### config.mk
export PLATFORM = sky130hd
export DESIGN_NAME = bb3_lane
export DESIGN_NICKNAME = d
export VERILOG_FILES = /design/src/rtl/bb3_pkg.sv /design/src/rtl/bb3_lane.sv
export SDC_FILE = /design/constraint.sdc
export NUM_CORES = 1
export LEC_CHECK = 0
export BUFFER_PORTS_ARGS = -buffer_cell sky130_fd_sc_hd__clkbuf_2
export CAP_MARGIN = 5
export CORE_MARGIN = 3
export CORE_UTILIZATION = 54
export DETAILED_ROUTE_END_ITERATION = 8
export PLACE_DENSITY = 0.91
export SLEW_MARGIN = 20
export SYNTH_ARGS = -nofsm -noshare
export SYNTH_HDL_FRONTEND = slang
export SYNTH_SLANG_ARGS = --single-unit
### constraint.sdc
create_clock -name vclk -period 8.8
set_input_delay 0.44 -clock vclk [all_inputs]
set_output_delay 0.44 -clock vclk [all_outputs]
set_load 0.01 [all_outputs]
### src/rtl/bb3_pkg.sv
// ----------------------------------------------------------------------------
// bb3_pkg
// Types, constants and helper functions of the 3x3 RGB box blur.
// ----------------------------------------------------------------------------
package bb3_pkg;

  localparam int CH_W           = 8;          // bits per color channel
  localparam int NUM_CH         = 3;          // blue, green, red
  localparam int PIX_W          = CH_W * NUM_CH;
  localparam int KSIZE          = 3;
  localparam int TAPS           = KSIZE * KSIZE;
  localparam int SUM_W          = 12;         // 9 * 255 fits in 12 bits
  localparam int DIV9_RECIP     = 7282;       // ceil(2^16 / 9)
  localparam int DIV9_SHIFT     = 16;
  localparam int PROD_W         = SUM_W + DIV9_SHIFT;

  localparam int MAX_WIDTH_DEF  = 1024;
  localparam int MAX_HEIGHT_DEF = 1024;
  localparam int MIN_SIZE       = 7;

  localparam int CFG_W          = 11;         // size register width
  localparam int CFG_AW         = 3;          // byte address, two 32-bit registers
  localparam int APB_DW         = 32;
  localparam logic [CFG_W-1:0] WIDTH_RST  = CFG_W'(640);
  localparam logic [CFG_W-1:0] HEIGHT_RST = CFG_W'(480);

  // Register index, taken from paddr[2]
  typedef enum logic {
    REG_FRAME_WIDTH  = 1'b0,
    REG_FRAME_HEIGHT = 1'b1
  } bb3_reg_t;

  // floor(s / 9) for s <= 9 * 255: multiply by the rounded-up reciprocal
  function automatic logic [CH_W-1:0] div9(input logic [SUM_W-1:0] s);
    logic [PROD_W-1:0] p;
    p = PROD_W'(s) * PROD_W'(DIV9_RECIP);
    return p[DIV9_SHIFT +: CH_W];
  endfunction

endpackage

### src/rtl/bb3_lane.sv
// ----------------------------------------------------------------------------
// bb3_lane
// One color channel: sum of the nine window taps.
// ----------------------------------------------------------------------------
module bb3_lane (
  input  logic [bb3_pkg::CH_W-1:0]  taps [bb3_pkg::TAPS],
  output logic [bb3_pkg::SUM_W-1:0] sum
);

  always_comb begin
    sum = '0;
    for (int m = 0; m < bb3_pkg::TAPS; m++) begin
      sum = sum + bb3_pkg::SUM_W'(taps[m]);
    end
  end

endmodule

==> reports/results.tsv <==
stage	metric	value	unit
run_status	run status	finished, final reports clean	
grt	antenna violations before repair	0	
placed_design	post-detail-place hpwl	3.530	mm
route	Residual DRC	0	
sta	Final Critical Period	4769	ps
grt	met3 Use GR	0.02317	
final_layout	Syn-to-layout area delta	26.99	%
clocking	Resized cells post-CTS	0	
sta	final setup margin	4031	ps
grt	first-pass GRT wire length	6.789	mm
critical_path	Critical Path End Type	output port	
logic_synthesis	syn_nets	314	
logic_synthesis	post-synthesis xor/xnor area fraction	0.02983	
route	via count	1388	
final_layout	layout cells sized above 1	0.3475	
floorplanning	die extent in y	63.12	um
logic_synthesis	Post-Synth Adder-Cell Area	0.7060	
critical_path	WS Path Type	input port to output port	
final_layout	register area	0	um^2
route	DRT iter0 DRCs	11	
sta	final setup vio count	0	
route	Via density	4.581	
logic_synthesis	Post-Synth Simple-Gate Area	0.03551	
clocking	hold_buf cts	0	
clocking	total setup buffers inserted after CTS	0	
logic_synthesis	top cells by area, synth	fa_1 61%, inv_1 17%, ha_1 9.2%, xnor2_1 2.0%, a21oi_2 0.99%	
logic_synthesis	synthesized instance count	175	
grt	total gr overflow	0	
sta	RSZ-0062 raised after global routing	no	
logic_synthesis	share of the synthesized area in the top cell type	0.6136	
sta	maximum clock rate	209.7	MHz
logic_synthesis	synthesized area	1762	um^2
logic_synthesis	warning count from the yosys run	0	
floorplanning	Chip Width	63.12	um
final_layout	Antenna Cells	0	
sta	slew margin rel.	0.7962	
floorplanning	Total Die Area	3984	um^2
final_layout	Layout Nets	400	
critical_path	Largest stage delay, worst path	560	ps
logic_synthesis	largest family of logic cells by synthesized area	adder cells	
logic_synthesis	most common cell in the netlist	inv_1	
sta	max-slew violations	0	
logic_synthesis	Unique masters post-synth	23	
critical_path	Slowest-stage cell, CP	fa_1	
logic_synthesis	leading area contributor after synthesis	fa_1	
logic_synthesis	compound-gate portion of the synthesized area	0.06250	
grt	met2 GRT Util	0.4163	
floorplanning	IO Pins	84	
grt	largest net degree at the start of global routing	7	
placed_design	IO Port Bufs	84	
floorplanning	core area	3078	um^2
critical_path	cells along the critical path	clkbuf_2 > inv_1 > fa_1 > inv_1 > fa_1 > fa_1 > inv_1 > fa_1 > inv_1 > ha_1 > inv_1 > fa_1 > and2b_1 > o211ai_1 > a31oi_1 > xor2_1 > clkbuf_2	
floorplanning	row count	20	
final_layout	Layout Cells excl Fill	303	
final_layout	CLK BUF	0	
logic_synthesis	post-synthesis area per instance	10.07	um^2
final_layout	sequential cell count	0	
placed_design	pre-CTS setup slack	4043	ps
power_and_ir_drop	Power per Cell Area	408.8	nW/um^2
critical_path	WP data required	8360	ps
logic_synthesis	Synth top cells by count	78 x inv_1, 54 x fa_1, 13 x ha_1	
placed_design	Cells after DPL	303	
sta	setup TNS	0	ps
route	Routed WL	3.525	mm
min_path	worst hold path class	input port to output port	
critical_path	Worst Path Arrival	4330	ps
critical_path	critical path launch point type	input port	
route	Avg WL per Cell	11.63	um
grt	Tot GR Track Use	0.2073	
power_and_ir_drop	LEAKAGE	1.345	nW
logic_synthesis	mux contribution to synthesized area	0	
grt	vias in the first global route	1711	
placed_design	routability congestion estimate	0.8177	
floorplanning	Initial Util	0.5724	
sta	Worst Max-Slew Pin Slew	305.7	ps
critical_path	worst-path maximum fanout	2	
sta	final hold viol count	0	
route	DRT Pass-1 Iters	2	
power_and_ir_drop	worst vdd ir	0.0004318	V
grt	met1 Use GR	0.2368	
logic_synthesis	Seq/Total Area, Yosys	0	
flow_run	max cap viols	0	
sta	final worst path period share	0.5419	
route	Routed Antenna Nets	0	
grt	gr busiest metal	met2	
final_layout	Core Util, Final	0.7268	
worst max-delay path: cells and delay by family:
kind	cells	cell delay (ps)
fa+ha+maj	6	2630
compound gates	2	310
simple gates	1	230
buf+inv	7	520
xor+xnor	1	180
cell type report:
type / instances / area [um^2]
multi-input combinational: 97 / 1469
fill: 226 / 840.8
timing repair buffer: 84 / 420.4
inverter: 78 / 292.8
tap: 44 / 55.05
final timing paths:
kind / from / endpoint / depth (start not counted)
setup / recovery: taps[2] / sum[10] / 17
hold / removal: taps[64] / sum[0] / 4
cells in the final DEF, fill, tap and decap left out, types with 2 or more instances in the layout:
| master | Yosys | routed |
|---|---|---|
| ha_1 | 13 | 13 |
| a21oi_2 | 2 | 2 |
| nand2_1 | 2 | 2 |
| clkbuf_2 | 0 | 84 |
| a21oi_1 | 2 | 2 |
| xor2_1 | 2 | 2 |
| nand4_1 | 2 | 2 |
| inv_1 | 78 | 78 |
| a21o_1 | 2 | 2 |
| fa_1 | 54 | 54 |
| xnor2_1 | 4 | 4 |
| o21a_1 | 2 | 2 |
layer usage:
metal,vias to the layer above,part of all wire
met5,-,0
met2,48,0.59
met4,0,0.017
li1,657,-
met3,6,0.054
met1,677,0.34
where the power goes:
part	total, mW	switching, mW	internal [mW]
clock	0	0	0
sequential	0	0	0
combinational	0.915	0.506	0.408
metrics by stage:
step,hold slack [ps],power [mW],cell area (um^2)
2_1_floorplan,1186,0.6468,1762
3_3_place_gp,1364,0.8936,2237
3_5_place_dp,1362,0.9248,2237
4_1_cts,1369,0.9337,2237
5_1_grt,1434,1.046,2237
6_report,1366,0.9145,2237
kinds of logic (layout without fill, tap and decap cells):
family / Yosys count / in the layout
AOI/OAI and AO/OA: 13 / 13
buffers and inverters: 78 / 162
and+or+nand+nor: 11 / 11
adders and majority gates: 67 / 67
xor gates and xnor gates: 6 / 6
Note: power is estimated with default switching activity, not from simulation.
