[src/rtl/bb3_ram.sv]
// ----------------------------------------------------------------------------
// bb3_ram
// Generic single-write, single-read RAM with registered read data.
// ----------------------------------------------------------------------------
module bb3_ram #(
  parameter int WIDTH = 8,
  parameter int DEPTH = 64
) (
  input  logic                     clk,
  input  logic                     we,
  input  logic [$clog2(DEPTH)-1:0] waddr,
  input  logic [WIDTH-1:0]         wdata,
  input  logic                     re,
  input  logic [$clog2(DEPTH)-1:0] raddr,
  output logic [WIDTH-1:0]         rdata
);

  logic [WIDTH-1:0] mem_r [DEPTH];
  logic [WIDTH-1:0] rdata_r;

  // Read returns the old word when both ports hit one address
  always_ff @(posedge clk) begin
    if (we) begin
      mem_r[waddr] <= wdata;
    end
    if (re) begin
      rdata_r <= mem_r[raddr];
    end
  end

  assign rdata = rdata_r;

endmodule

[config.mk]
export PLATFORM = sky130hd
export DESIGN_NAME = bb3_ram
export DESIGN_NICKNAME = d
export VERILOG_FILES = /design/src/rtl/bb3_ram.sv
export SDC_FILE = /design/constraint.sdc
export NUM_CORES = 1
export LEC_CHECK = 0
export BUFFER_PORTS_ARGS = -buffer_cell sky130_fd_sc_hd__buf_2
export CORE_ASPECT_RATIO = 0.9
export CORE_MARGIN = 1.5
export CORE_UTILIZATION = 30
export DETAILED_ROUTE_END_ITERATION = 10
export GPL_TIMING_DRIVEN = 1
export HOLD_SLACK_MARGIN = 0.15
export PLACE_DENSITY = 0.43
export SLEW_MARGIN = 15
export SYNTH_ARGS = -nofsm -noshare
export SYNTH_HDL_FRONTEND = slang
export SYNTH_SLANG_ARGS = --single-unit
[constraint.sdc]
create_clock -name clk -period 2.65 [get_ports clk]
set_clock_uncertainty 0.2 [all_clocks]
set_input_delay 0.3975 -clock clk [delete_from_list [all_inputs] [get_ports clk]]
set_output_delay 0.3975 -clock clk [all_outputs]
set_load 0.005 [all_outputs]
==> summary.txt <==
Min path
  – Hold Path Class: in -> reg

STA
  – Fin. max-slew vios: 0
  – Crit share post-route: 94.01%
  – Final Critical Period: 2.491 ns
  – RSZ-0062 raised after global routing: false
  – TNS Setup: 0 ns
  – Final hold vios: 0
  – Slew HR: 47.87%
  – Final setup fails: 0
  – Max Freq: 401.4 MHz
  – Worst Tran Pin Value: 0.7819 ns

Worst setup path
  – CP required: 2.83 ns
  – Reg2reg path depth: 6
  – Worst R2R Start: mem_r[29][4]$_DFFE_PP_
  – CP endpoint kind: flop
  – CP max FO: 1
  – Arr. time, crit path: 2.67 ns
  – Critical path startpoint category: flop
  – Crit Path Category: reg -> reg
  – Reg-to-Reg End: rdata[4]$_DFFE_PP_
  – CP startpoint: mem_r[29][4]$_DFFE_PP_
  – Register-to-register setup slack: 0.16 ns
  – Critical path endpoint: rdata[4]$_DFFE_PP_

Drt
  – Post-DRT Antenna Nets: 0
  – DR vias/cell: 4.807
  – Routed Wire Length: 51,510 um
  – Vias: 9,878
  – Initial DRT Pass Iterations: 5
  – DRC: 0
  – DRT iter0 DRCs: 861
  – Wire length per cell: 25.06 um

Clock network
  – CTS tree: built
  – Root buffer cell: clkbuf_16
  – TritonCTS buffer count: 56
  – Deepest clock path buffer count: 3
  – # clock sinks: 520
  – H-tree depth: 2
  – Clock Pin Slew Worst Setup and Hold Paths: 0.06 ns
  – Clk_lat worst skew: 0.62 ns

Synthesis
  – Instance count of the mapped netlist: 940
  – XOR/XNOR Fraction of Synth Area: 0%
  – Largest family of logic cells by synthesized area: multiplexers
  – FF+latch count, synth: 520
  – Most area-consuming cells after synthesis: edfxtp_1 77%, mux4_2 14%, nor2_1 1.5%, mux2i_1 1.1%, mux2_2 0.72%
  – Syn. warnings: 0
  – Post-synth design cell area: 20,250 um2
  – Syn avg cell area: 21.54 um2
  – Post-synthesis mux area share: 15.88%
  – EDFF count, synth: 520
  – Netlist cell types: 39
  – Top cells by count, synth: 520 x edfxtp_1, 126 x mux4_2, 83 x nor2_1, 23 x mux2i_1, 19 x nand2_1
  – Top-area cell type share of the netlist area: 77.12%
  – Largest area contributor in the netlist: edfxtp_1
  – Post-Syn Nets: 963
  – Post-synthesis compound-gate area fraction: 2.064%
  – Top FF cell, synth: edfxtp_1
  – Post-synthesis async set-or-reset flop share: 0%
  – Synth Area in Adders: 0%
  – Top-count cell post-synth: edfxtp_1
  – Sequential share of the synthesized area: 77.12%
  – Simple-gate share of the synthesized area: 3.374%

Place
  – IO buf count: 30
  – Placed Instances: 1,949
  – GP Congestion: 0.7667
  – Placed wire-length estimate: 34,190 um

GRT
  – First-pass GRT wire length: 74,710 um
  – Grt ovf: 0
  – Initial antenna violation count: 3
  – Total GRT Usage: 15.03%
  – Vias in the first global route: 10,200
  – Largest net degree at the start of global routing: 65

Final layout
  – Final core occ: 36.24%
  – Share of cells above drive strength 1: 33.47%
  – Fin nets: 1,163
  – Area delta synth->final: 19.73%
  – Non-Filler Instances: 2,055

Power and ir drop
  – P_sw: 3693 uW
  – PD cells: 714.5 nW/um2
  – Cell Int Power: 13,630 uW
  – Clock network fraction of total power: 41.6%
  – Lkg Pwr: 0.007767 uW
  – Sw Share: 21.32%
  – Gate power share: 5.6%
  – Worst VDD drop: 0.4869 mV
  – Sequential power share: 52.8%

Floorplan
  – Initial Util: 30.27%
  – DIE HEIGHT: 249.5 um
  – Die width: 276.8 um
  – Die Footprint: 69,060 um2
  – CORE AREA: 66,890 um2
  – Ports: 31
  – Core Rows: 90

Run status
  – Status: finished clean

Flow run
  – Max Cap Violations: 0
-- power groups by stage --
stage	sequential (uW)	clock, uW	combinational, uW
4_1_cts	9140	7410	1000
3_3_place_gp	9320	0	984
3_5_place_dp	9320	0	989
6_report	9150	7200	971
2_1_floorplan	9310	0	485
5_1_grt	9140	7700	1050
-- worst min path at each step --
stage	endpoint	cells after the start	start
final	mem_r[4][5]$_DFFE_PP_	1	wdata[5]
after global routing	mem_r[23][5]$_DFFE_PP_	1	wdata[5]
after CTS	mem_r[17][5]$_DFFE_PP_	1	wdata[5]
after detailed placement	rdata[1]$_DFFE_PP_	1	re
after global placement	rdata[1]$_DFFE_PP_	1	re
after floorplan	mem_r[0][0]$_DFFE_PP_	0	wdata[0]
-- state kept, by name (all words and copies together), names as in the netlist --
name   count
mem_r    512
rdata      8
-- layout by cell type (no fill, tap or decap), types with 3 or more instances in the layout --
cell / count
clkbuf_1: 14
nand3b_1: 3
a221oi_1: 6
clkinv_1: 16
dlygate4sd3_1: 7
a22oi_1: 3
a21oi_1: 3
edfxtp_1: 520
o2bb2ai_1: 3
clkinv_2: 5
buf_2: 27
nand3_1: 13
clkbuf_16: 57
buf_4: 146
o22ai_1: 8
nand2b_1: 7
nor2_1: 83
mux2i_1: 23
nor3_1: 7
buf_12: 12
mux2_2: 13
a211oi_1: 4
nand2_1: 19
o2111ai_1: 3
o221ai_1: 8
nor2b_1: 14
mux4_2: 126
-- cell families (layout without fill, tap and decap cells) --
| kind of cell | Yosys count | after routing |
|---|---|---|
| buffers and inverters | 51 | 291 |
| other | 0 | 1 |
| multiplexers | 162 | 162 |
| AO/OA/AOI/OAI | 54 | 54 |
| flip-flops | 520 | 520 |
| AND/OR/NAND/NOR | 153 | 153 |
-- timing repair --
item / 4_1_cts / 5_1_grt
gates resized for setup: 0 / 0
hold buffers: 7 / 0
setup buffers: 0 / 0
hold endpoints to repair: 168 / 0
-- per-layer routing --
metal | vias up | global-route usage, % | part of all wire [%]
met5 | - | 0 | 0
met4 | 0 | 4.553 | 2.2
met3 | 69 | 2.406 | 4.2
met2 | 220 | 22.56 | 45
met1 | 5254 | 22.40 | 48
li1 | 4335 | - | -
-- layout make-up --
| cell class | instances | area [um2] |
|---|---|---|
| clock buffer | 71 | 1479 |
| tap | 874 | 1094 |
| sequential | 520 | 15620 |
| fill | 6220 | 42650 |
| clock inverter | 27 | 178.9 |
| multi-input combinational | 369 | 4315 |
| antenna | 1 | 2.502 |
| timing repair buffer | 193 | 1556 |
-- critical path, stage by stage, from the launching register on --
cell and delay, ns:
edfxtp_1 0.38, mux4_2 0.47, mux2_2 0.28, o221a_2 0.28
nor3_1 0.37, o32ai_1 0.15, buf_4 0.14
-- stage by stage --
stage | setup slack [ns] | hold slack, ns | total power (uW) | cell area (um2)
floorplan | 0.2462 | 0.2964 | 9794 | 20250
global placement | -0.3758 | 0.5782 | 10300 | 22510
detailed placement | -0.3897 | 0.5767 | 10310 | 22510
CTS | 0.1166 | 0.1812 | 17560 | 24240
global route | 0.08363 | 0.2157 | 17890 | 24240
finish | 0.1588 | 0.1773 | 17320 | 24240
Power figures use the tool's default switching activity.
