### src/rtl/bb3_pkg.sv
// ----------------------------------------------------------------------------
// bb3_pkg
// Types, constants and helper functions of the 3x3 RGB box blur.
// ----------------------------------------------------------------------------
package bb3_pkg;

  localparam int CH_W           = 8;          // bits per color channel
  localparam int NUM_CH         = 3;          // blue, green, red
  localparam int PIX_W          = CH_W * NUM_CH;
  localparam int KSIZE          = 3;
  localparam int TAPS           = KSIZE * KSIZE;
  localparam int SUM_W          = 12;         // 9 * 255 fits in 12 bits
  localparam int DIV9_RECIP     = 7282;       // ceil(2^16 / 9)
  localparam int DIV9_SHIFT     = 16;
  localparam int PROD_W         = SUM_W + DIV9_SHIFT;

  localparam int MAX_WIDTH_DEF  = 1024;
  localparam int MAX_HEIGHT_DEF = 1024;
  localparam int MIN_SIZE       = 7;

  localparam int CFG_W          = 11;         // size register width
  localparam int CFG_AW         = 3;          // byte address, two 32-bit registers
  localparam int APB_DW         = 32;
  localparam logic [CFG_W-1:0] WIDTH_RST  = CFG_W'(640);
  localparam logic [CFG_W-1:0] HEIGHT_RST = CFG_W'(480);

  // Register index, taken from paddr[2]
  typedef enum logic {
    REG_FRAME_WIDTH  = 1'b0,
    REG_FRAME_HEIGHT = 1'b1
  } bb3_reg_t;

  // floor(s / 9) for s <= 9 * 255: multiply by the rounded-up reciprocal
  function automatic logic [CH_W-1:0] div9(input logic [SUM_W-1:0] s);
    logic [PROD_W-1:0] p;
    p = PROD_W'(s) * PROD_W'(DIV9_RECIP);
    return p[DIV9_SHIFT +: CH_W];
  endfunction

endpackage

### src/rtl/bb3_cfg.sv
// ----------------------------------------------------------------------------
// bb3_cfg
// APB-style size registers; presents saturated frame width and height.
// ----------------------------------------------------------------------------
module bb3_cfg #(
  parameter int MAX_WIDTH  = bb3_pkg::MAX_WIDTH_DEF,
  parameter int MAX_HEIGHT = bb3_pkg::MAX_HEIGHT_DEF
) (
  input  logic                               clk,
  input  logic                               rst_n,
  input  logic                               psel,
  input  logic                               penable,
  input  logic                               pwrite,
  input  logic [bb3_pkg::CFG_AW-1:0]         paddr,
  input  logic [bb3_pkg::APB_DW-1:0]         pwdata,
  output logic [bb3_pkg::APB_DW-1:0]         prdata,
  output logic                               pready,
  output logic [$clog2(MAX_WIDTH+1)-1:0]     size_w,
  output logic [$clog2(MAX_HEIGHT+1)-1:0]    size_h
);

  localparam int WSW = $clog2(MAX_WIDTH + 1);
  localparam int HSW = $clog2(MAX_HEIGHT + 1);

  logic [bb3_pkg::CFG_W-1:0] width_r;
  logic [bb3_pkg::CFG_W-1:0] height_r;
  logic                      wr_en;
  bb3_pkg::bb3_reg_t         reg_sel;

  assign pready  = 1'b1;
  assign wr_en   = psel && penable && pwrite;
  assign reg_sel = bb3_pkg::bb3_reg_t'(paddr[2]);

  always_ff @(posedge clk) begin
    if (!rst_n) begin
      width_r  <= bb3_pkg::WIDTH_RST;
      height_r <= bb3_pkg::HEIGHT_RST;
    end else if (wr_en) begin
      unique case (reg_sel)
        bb3_pkg::REG_FRAME_WIDTH:  width_r  <= pwdata[bb3_pkg::CFG_W-1:0];
        bb3_pkg::REG_FRAME_HEIGHT: height_r <= pwdata[bb3_pkg::CFG_W-1:0];
      endcase
    end
  end

  always_comb begin
    unique case (reg_sel)
      bb3_pkg::REG_FRAME_WIDTH:  prdata = bb3_pkg::APB_DW'(width_r);
      bb3_pkg::REG_FRAME_HEIGHT: prdata = bb3_pkg::APB_DW'(height_r);
    endcase
  end

  // Saturate to [MIN_SIZE, MAX]
  always_comb begin
    if (32'(width_r) < bb3_pkg::MIN_SIZE) begin
      size_w = WSW'(bb3_pkg::MIN_SIZE);
    end else if (32'(width_r) > MAX_WIDTH) begin
      size_w = WSW'(MAX_WIDTH);
    end else begin
      size_w = WSW'(width_r);
    end
    if (32'(height_r) < bb3_pkg::MIN_SIZE) begin
      size_h = HSW'(bb3_pkg::MIN_SIZE);
    end else if (32'(height_r) > MAX_HEIGHT) begin
      size_h = HSW'(MAX_HEIGHT);
    end else begin
      size_h = HSW'(height_r);
    end
  end

endmodule

### config.mk
export PLATFORM = sky130hd
export DESIGN_NAME = bb3_cfg
export DESIGN_NICKNAME = d
export VERILOG_FILES = /design/src/rtl/bb3_pkg.sv /design/src/rtl/bb3_cfg.sv
export SDC_FILE = /design/constraint.sdc
export NUM_CORES = 1
export LEC_CHECK = 0
export BUFFER_PORTS_ARGS = -buffer_cell sky130_fd_sc_hd__buf_2
export CORE_MARGIN = 8
export CORE_UTILIZATION = 45
export DETAILED_ROUTE_END_ITERATION = 16
export GPL_ROUTABILITY_DRIVEN = 0
export GPL_TIMING_DRIVEN = 0
export PLACE_DENSITY = 0.9
export SLEW_MARGIN = 20
export SYNTH_ARGS = -nofsm -noshare
export SYNTH_HDL_FRONTEND = slang
export SYNTH_SLANG_ARGS = --single-unit
### constraint.sdc
create_clock -name clk -period 3.1 [get_ports clk]
set_clock_uncertainty 0.1 [all_clocks]
set_input_delay 0.31 -clock clk [delete_from_list [all_inputs] [get_ports clk]]
set_output_delay 0.31 -clock clk [all_outputs]
set_load 0.05 [all_outputs]
==> results of run 1 <==
cell families (layout without fill, tap and decap cells):
| group | Yosys count | after routing | synth area share [%] |
|---|---|---|---|
| flip-flops | 22 | 22 | 31.26 |
| AND/OR/NAND/NOR | 61 | 61 | 23.98 |
| buffers and inverters | 40 | 91 | 18.47 |
| AO/OA/AOI/OAI | 9 | 9 | 3.730 |
| multiplexers | 30 | 30 | 22.03 |
| other | 2 | 22 | 0.5331 |
final cells by class:
| class | instances | area, um^2 |
|---|---|---|
| clock inverter | 1 | 30.03 |
| inverter | 6 | 22.52 |
| fill | 283 | 1201 |
| tap | 44 | 55.05 |
| multi-input combinational | 122 | 783.3 |
| clock buffer | 3 | 22.52 |
| buffer | 34 | 237.7 |
| timing repair buffer | 47 | 235.2 |
| sequential | 22 | 440.4 |
routing by layer:
layer	global-route usage [%]	up-vias	wire, um
li1	-	634	-
met1	17.76	577	1613
met2	21.86	71	1656
met3	4.959	5	408
met4	4.762	0	42
met5	0	-	0
cells in the final DEF (no fill, tap or decap):
cell / synthesis / layout
sky130_fd_sc_hd__bufinv_16: 0 / 1
sky130_fd_sc_hd__o21ai_0: 3 / 3
sky130_fd_sc_hd__or4_1: 2 / 2
sky130_fd_sc_hd__clkbuf_2: 1 / 1
sky130_fd_sc_hd__mux2_2: 8 / 8
sky130_fd_sc_hd__buf_4: 22 / 22
sky130_fd_sc_hd__conb_1: 2 / 22
sky130_fd_sc_hd__clkbuf_4: 0 / 3
sky130_fd_sc_hd__and4b_4: 1 / 1
sky130_fd_sc_hd__buf_12: 1 / 1
sky130_fd_sc_hd__o22ai_1: 6 / 6
sky130_fd_sc_hd__buf_6: 1 / 1
sky130_fd_sc_hd__buf_2: 2 / 49
sky130_fd_sc_hd__nor2b_1: 25 / 25
sky130_fd_sc_hd__clkbuf_1: 7 / 7
sky130_fd_sc_hd__inv_1: 6 / 6
sky130_fd_sc_hd__nand2_1: 29 / 29
sky130_fd_sc_hd__dfxtp_1: 22 / 22
sky130_fd_sc_hd__nand4_2: 1 / 1
sky130_fd_sc_hd__and4_1: 1 / 1
sky130_fd_sc_hd__mux2i_1: 22 / 22
sky130_fd_sc_hd__or4_4: 2 / 2
power by group:
part | switching (mW) | internal (mW) | total [mW]
registers | 0.00593 | 0.289 | 0.295
clock network | 0.0918 | 0.131 | 0.223
logic | 0.149 | 0.0594 | 0.209
worst max-delay path, cell delays in order (launching register included):
cell and delay, ns:
sky130_fd_sc_hd__dfxtp_1 0.37, sky130_fd_sc_hd__or4_1 0.60, sky130_fd_sc_hd__o22ai_1 0.14, sky130_fd_sc_hd__buf_2 0.29
through the flow:
stage               instance area, um^2  utilization, %  power (mW)  std cells  setup slack (ns)
floorplan                          1484               -      0.4728        184             1.003
global placement                   1774           58.60      0.5060        275             1.369
detailed placement                 1774           58.60      0.5083        275             1.349
CTS                                1827           60.33      0.7241        279            0.9762
global route                       1827           60.33      0.7516        279            0.8887
finish                             1827           60.33      0.7263        279            0.9710
sequential cells by signal (all words and copies together), names as in the netlist:
name	flops
width_r	11
height_r	11
worst max path at each step:
stage | start | endpoint | slack, ns | depth (start not counted)
2_1_floorplan | paddr[2] | prdata[0] | 1.00 | 3
3_3_place_gp | width_r[8] | size_w[1] | 1.37 | 3
3_5_place_dp | width_r[8] | size_w[0] | 1.35 | 3
4_1_cts | width_r[8] | size_w[0] | 0.98 | 3
5_1_grt | width_r[8] | size_w[1] | 0.89 | 3
6_report | width_r[8] | size_w[0] | 0.97 | 3
==> metrics.log, run 1 <==
[metrics] crit share post-route: 68.68%
[metrics] run status: completed
[metrics] Critical Setup Path Class: flip-flop to primary output
[metrics] Hold Crit Endpoint: width_r[8]
[metrics] maximum number of pins on one net before global-route repair: 14
[metrics] YS warnings: 0
[metrics] post-synth top area share: 31.26%
[metrics] cell types with the highest counts after synthesis: 29 x sky130_fd_sc_hd__nand2_1, 25 x sky130_fd_sc_hd__nor2b_1, 22 x sky130_fd_sc_hd__buf_4, 22 x sky130_fd_sc_hd__dfxtp_1, 22 x sky130_fd_sc_hd__mux2i_1
[metrics] required time of the critical path: ~2.7 ns
[metrics] post-CTS setup buffer count: 0
[metrics] clock buffer count from CTS: 3
[metrics] Overflow after GRT: 0
[metrics] critical hold path startpoint: pwdata[8]
[metrics] Hold Path Class: primary input to flip-flop
[metrics] FF-to-FF setup slack: between 1.5 and 2 ns
[metrics] maximum fanout encountered on the critical timing path: 4
[metrics] Die X-Extent: 71.96 um
[metrics] clock-pin slew reported for the worst setup and hold paths after clock tree synthesis: 0.13 ns
[metrics] Post-DP HPWL: 2955 um
[metrics] count of cells resized by post-cts repair: 0
[metrics] number of nets in the finished design: 276
[metrics] initial standard-cell utilization of the core: around 47%
[metrics] port buffer count: 47
[metrics] WHS: 0.1251 ns
[metrics] worst rel slew slack: 66.50%
[metrics] logic depth of the worst register-to-register path: 3
[metrics] CP Capture Type: primary output
[metrics] sort of element at the start of the critical path: flip-flop
[metrics] Pre-Repair DR Iteration Count: 4
[metrics] biggest area consumer among synthesized cells: sky130_fd_sc_hd__dfxtp_1
[metrics] count of final hold-check violations: 0
[metrics] via count: 1287
[metrics] number of enable-type register cells in the synthesized netlist: 0
[metrics] via count of the first global-routing pass: between 1000 and 1500
[metrics] achievable clock frequency: 469.7 MHz
[metrics] antenna viol nets, final: 0
[metrics] Cell Pwr Density: between 300 and 400 mW/mm^2
[metrics] final antenna diode count: 0
[metrics] minimum period implied by the final worst setup slack: 2.129 ns
[metrics] number of max-cap violations: 0
[metrics] DRC violations left: 0
[metrics] Std-Cell Core Area: 0.003028 mm^2
[metrics] Min-Delay Path Depth: 3
[metrics] die area: 0.005178 mm^2
[metrics] total negative slack for setup checks: 0 ns
[metrics] Max Root-Sink Buffers: 2
[metrics] die outline height: 71.96 um
[metrics] synthesized instance count: about 160
[metrics] cell types occupying the most area after synthesis: sky130_fd_sc_hd__dfxtp_1 31%, sky130_fd_sc_hd__mux2i_1 16%, sky130_fd_sc_hd__buf_4 12%, sky130_fd_sc_hd__nor2b_1 11%, sky130_fd_sc_hd__nand2_1 7.7%
[metrics] total standard cell area after synthesis: approximately 0.0014 mm^2
[metrics] number of synthesized register bits: 22
[metrics] row cnt: 20
[metrics] total track usage: between 10% and 20%
[metrics] FF-to-FF Start: width_r[10]
[metrics] detailed router's first-iteration violation count: 49
[metrics] Hold Buf Count CTS: 0
[metrics] post-synthesis to final-layout area growth: 29.66%
[metrics] Total Wirelength: 3722 um
[metrics] Max rail drop VDD: 0.2641 mV
[metrics] detailed-route wire length per cell: 13.34 um
[metrics] latest clock arrival within the worst-skew pair: 0.31 ns
[metrics] library cell used as clock root buffer: sky130_fd_sc_hd__clkbuf_4
[metrics] global-route wire length before repair: 5906 um
[metrics] Worst EP arrival: 1.72 ns
[metrics] Mean Syn Cell Area: 8.591 um^2
[metrics] Max Transition Viols Final: 0
[metrics] dominant cell by count in the synthesized netlist: sky130_fd_sc_hd__nand2_1
[metrics] Synth cell types: 20
[metrics] fraction of layout cells with a size suffix above 1: 38.30%
[metrics] Tightest Pin Transition: 0.5025 ns
[metrics] number of setup violations in the final report: 0
[metrics] Top Ports: 95
[metrics] Critical R2R Capture: width_r[10]
[metrics] Synth Flop Type: sky130_fd_sc_hd__dfxtp_1
[metrics] total leakage power: 0.9045 nW
[metrics] unrepaired setup endpoints after global routing: no
[metrics] CTS H-tree lvls: 1
[metrics] vias per std cell: 4.613
[metrics] sequential element share of the synthesized area: between 30% and 40%
[metrics] number of clock sinks: 22
[metrics] fraction of registers with async set or reset after synthesis: 0%
[metrics] antenna violations before repair: 0
[metrics] clock tree from TritonCTS: built
Note: power is estimated with default switching activity, not from simulation.
==> run 2, diff against run 1 <==
--- a/config.mk
+++ b/config.mk
@@ -5,13 +5,14 @@
 export SDC_FILE = /design/constraint.sdc
 export NUM_CORES = 1
 export LEC_CHECK = 0
+export ABC_AREA = 1
 export BUFFER_PORTS_ARGS = -buffer_cell sky130_fd_sc_hd__buf_2
 export CORE_MARGIN = 8
-export CORE_UTILIZATION = 45
+export CORE_UTILIZATION = 36
 export DETAILED_ROUTE_END_ITERATION = 16
 export GPL_ROUTABILITY_DRIVEN = 0
 export GPL_TIMING_DRIVEN = 0
-export PLACE_DENSITY = 0.9
+export PLACE_DENSITY = 0.79
 export SLEW_MARGIN = 20
 export SYNTH_ARGS = -nofsm -noshare
 export SYNTH_HDL_FRONTEND = slang
==> constraint.sdc (replaced) <==
create_clock -name clk -period 1.75 [get_ports clk]
set_clock_uncertainty 0.1 [all_clocks]
set_input_delay 0.175 -clock clk [delete_from_list [all_inputs] [get_ports clk]]
set_output_delay 0.175 -clock clk [all_outputs]
set_load 0.05 [all_outputs]
==> metrics.log, run 2 <==
[metrics] final antenna diode count: 0 (unchanged)
[metrics] number of synthesized register bits: 22 (unchanged)
[metrics] launch point of the worst path: height_r[7]
[metrics] detailed router's first-iteration violation count: 101 (+110%)
[metrics] DRC violations left: 0 (unchanged)
[metrics] critical-path cell with the highest stage delay: sky130_fd_sc_hd__dfxtp_2
[metrics] CP Capture Type: primary output
[metrics] antenna viol nets, final: 0 (unchanged)
[metrics] commonest non-fill, non-tap cells in the layout: 34 x sky130_fd_sc_hd__buf_2, 30 x sky130_fd_sc_hd__buf_4, 29 x sky130_fd_sc_hd__nand2_1, 22 x sky130_fd_sc_hd__conb_1, 20 x sky130_fd_sc_hd__inv_1
[metrics] maximum single-stage delay on the critical path: 0.35 ns (-0.25 ns)
[metrics] Mean Syn Cell Area: 6.366 um^2 (-26%)
[metrics] number of enable-type register cells in the synthesized netlist: 0 (unchanged)
[metrics] final design instance area without fill: 0.002029 mm^2 (+11%)
[metrics] Hold Path Class: primary input to flip-flop
[metrics] clock-pin slew reported for the worst setup and hold paths after clock tree synthesis: 0.12 ns (about the same)
[metrics] Pre-Repair DR Iteration Count: 4 (unchanged)
[metrics] Setup WS post-layout: -0.006950 ns (-0.9780 ns)
[metrics] dominant cell by count in the synthesized netlist: sky130_fd_sc_hd__nor2_1
[metrics] run status: complete, but fails checks
[metrics] switching power total: 0.5147 mW (+110%)
[metrics] achievable clock frequency: roughly 570 MHz
[metrics] failing checks: setup timing
[metrics] critical hold path startpoint: pwdata[8]
[metrics] biggest area consumer among synthesized cells: sky130_fd_sc_hd__dfxtp_1
[metrics] die outline height: 76.21 um (+5.9%)
[metrics] Max Root-Sink Buffers: 2 (unchanged)
[metrics] Regs by FF count: height_r: 11 flops, width_r: 11 flops
[metrics] latest clock arrival within the worst-skew pair: 0.31 ns (about the same)
[metrics] FF-to-FF setup slack: 0.85 ns (-1.03 ns)
[metrics] number of clock sinks: 22 (unchanged)
[metrics] initial standard-cell utilization of the core: 36.47% (-10 points)
[metrics] Std-Cell Core Area: 0.003578 mm^2 (+18%)
[metrics] total track usage: 13.04% (-1.1 points)
[metrics] die area: 0.005808 mm^2 (+12%)
[metrics] antenna violations before repair: 0 (unchanged)
[metrics] cells along the critical path: nor2_1 -> nand2_1 -> nor2_2 -> nand2_1 -> nand2_2 -> inv_6 -> nor2_2 -> buf_6
[metrics] most common cell after layout, fill and taps aside: sky130_fd_sc_hd__buf_2
[metrics] Synth Flop Type: sky130_fd_sc_hd__dfxtp_1
[metrics] Overflow after GRT: 0 (unchanged)
[metrics] via count: 1479 (+15%)
[metrics] cell types with the highest counts after synthesis: 33 x sky130_fd_sc_hd__nor2_1, 32 x sky130_fd_sc_hd__nand2_1, 27 x sky130_fd_sc_hd__inv_1
[metrics] Gate power share: 33.8% (+5.1 points)
[metrics] synthesized instance count: 205 (+25%)
[metrics] maximum number of pins on one net before global-route repair: 14 (unchanged)
[metrics] clock tree from TritonCTS: built
[metrics] detailed-route wire length per cell: 12.02 um (-9.9%)
[metrics] count of final hold-check violations: 0 (unchanged)
[metrics] Cell Pwr Density: 690.8 mW/mm^2 (+74%)
[metrics] CTS H-tree lvls: 1 (unchanged)
[metrics] Total Wirelength: 4004 um (+7.6%)
[metrics] fraction of layout cells with a size suffix above 1: 43.86% (+5.6 points)
[metrics] clock buffer count from CTS: 3 (unchanged)
[metrics] post-synthesis to final-layout area growth: 55.51%
[metrics] fraction of registers with async set or reset after synthesis: 0% (unchanged)
[metrics] via count of the first global-routing pass: 1415 (+17%)
[metrics] clock share of power: 27.8% (-2.9 points)
[metrics] cell-internal power: 0.8871 mW (+85%)
[metrics] post-synth top area share: 33.75% (+2.5 points)
[metrics] FF-to-FF Start: height_r[10]
[metrics] Critical Setup Path Class: flip-flop to primary output
[metrics] post-detailed-placement cell area: 0.001685 mm^2 (-5.0%)
[metrics] port buffer count: 49 (+4.3%)
[metrics] number of max-cap violations: 0 (unchanged)
[metrics] Top Ports: 95 (unchanged)
[metrics] total negative slack for setup checks: -0.006950 ns (-0.006950 ns)
[metrics] row cnt: 22 (+10%)
[metrics] Worst EP arrival: 1.48 ns (-0.24 ns)
[metrics] number of setup violations in the final report: 1 (+1)
[metrics] cell types occupying the most area after synthesis: sky130_fd_sc_hd__dfxtp_1 34%, sky130_fd_sc_hd__buf_4 13%, sky130_fd_sc_hd__nor2_1 9.5%, sky130_fd_sc_hd__nand2_1 9.2%, sky130_fd_sc_hd__inv_1 7.8%
[metrics] total standard cell area after synthesis: 0.001305 mm^2 (-7.4%)
[metrics] Min-Delay Path Depth: 3 (unchanged)
[metrics] Die X-Extent: 76.21 um (+5.9%)
[metrics] switching portion of total power: 36.72% (+2.7 points)
[metrics] Max rail drop VDD: 0.4996 mV (+89%)
[metrics] unrepaired setup endpoints after global routing: yes
[metrics] sequential element share of the synthesized area: 33.75% (+2.5 points)
[metrics] required time of the critical path: 1.47 ns (-1.22 ns)
[metrics] Post-DP HPWL: 3079 um (+4.2%)
[metrics] YS warnings: 0 (unchanged)
[metrics] logic depth of the worst register-to-register path: 2 (-1)
[metrics] sort of element at the start of the critical path: flip-flop
[metrics] vias per std cell: 4.441 (-3.7%)
[metrics] library cell used as clock root buffer: sky130_fd_sc_hd__clkbuf_4
[metrics] crit share post-route: 100.4%
[metrics] maximum fanout encountered on the critical timing path: 6 (+2)
[metrics] share of power burned in registers: 38.4% (-2.2 points)
[metrics] number of nets in the finished design: 326 (+18%)
[metrics] total leakage power: 1.042 nW (+15%)
[metrics] global-route wire length before repair: 6534 um (+11%)
[metrics] minimum period implied by the final worst setup slack: 1.757 ns
[metrics] Max Transition Viols Final: 0 (unchanged)
[metrics] Synth cell types: 17 (-15%)
[metrics] Post-Route Utilization: 56.71% (-3.6 points)
==> run 2: cell types whose count changed in the layout (fill, tap and decap cells not counted), sizes merged, moves of 3 or more <==
cell / change
o22ai: -6
nor2: +34
or4: -4
mux2i: -22
nand2: +3
a21oi: +15
buf: +5
inv: +22
mux2: -8
nor2b: -25
nand3: +5
o211ai: +6
o21ai: +23
==> run 2: final cells by class <==
type / count / area [um^2]
Inverter: 28 / 110.1
Multi-Input combinational cell: 143 / 737.0
Fill cell: 345 / 1549
Clock buffer: 3 / 22.52
Sequential cell: 22 / 455.4
Timing Repair Buffer: 56 / 404.1
Buffer: 32 / 210.2
Clock inverter: 1 / 30.03
Tap cell: 48 / 60.06
==> run 2: timing repair <==
action / 4_1_cts / 5_1_grt
hold endpoints to repair: 2 / 0
cloned: 0 / 0
gates resized for setup: 22 / 64
setup endpoints to repair: 14 / 18
hold buffers: 2 / 0
buffers inserted: 0 / 5
pin swaps: 0 / 6
==> run 2: kinds of logic (layout without fill, tap and decap cells) <==
| family | after synthesis | count (layout) | share of synthesized area, % |
|---|---|---|---|
| buffers and inverters | 60 | 120 | 24.16 |
| AOI/OAI and AO/OA | 47 | 47 | 19.18 |
| and+or+nand+nor | 74 | 74 | 22.34 |
| DFF | 22 | 22 | 33.75 |
| other | 2 | 22 | 0.5755 |
==> run 2: path summary, 6_finish.rpt <==
check,end
max reg2reg,height_r[10]
max,size_h[6]
min,height_r[8]
min reg2reg,width_r[7]
==> run 2: worst max-delay path, delay by kind of cell (launching register included) <==
family,cells,cell delay (ns)
DFF,1,0.35
buffers and inverters,2,0.25
and+or+nand+nor,6,0.58
==> run 2: stage by stage <==
stage | std cells | hold slack, ns | worst slack, ns | total power, mW
after floorplan | 225 | 0.2054 | 0.01745 | 0.8829
final | 333 | 0.006852 | -0.006950 | 1.402
after global routing | 333 | 0.02581 | -0.08227 | 1.455
after detailed placement | 322 | 0.3145 | 0.1964 | 0.9624
after global placement | 322 | 0.3106 | 0.2257 | 0.9597
after CTS | 328 | 0.008450 | -0.001440 | 1.360
==> run 2: power by group through the flow <==
stage / combinational (mW) / clock [mW] / sequential [mW]
global route: 0.501 / 0.412 / 0.541
finish: 0.473 / 0.390 / 0.538
floorplan: 0.342 / 0 / 0.541
global placement: 0.415 / 0 / 0.545
CTS: 0.434 / 0.392 / 0.534
detailed placement: 0.417 / 0 / 0.545
==> run 2: metal layers <==
metal | share of wire, % | up-vias | GRT usage, % | wire length, um
met3 | 7.2 | 5 | 3.774 | 290
met4 | 1.1 | 0 | 3.654 | 44
li1 | - | 761 | - | -
met5 | 0 | - | 0 | 0
met1 | 42 | 662 | 15.31 | 1677
met2 | 50 | 51 | 22.37 | 1992
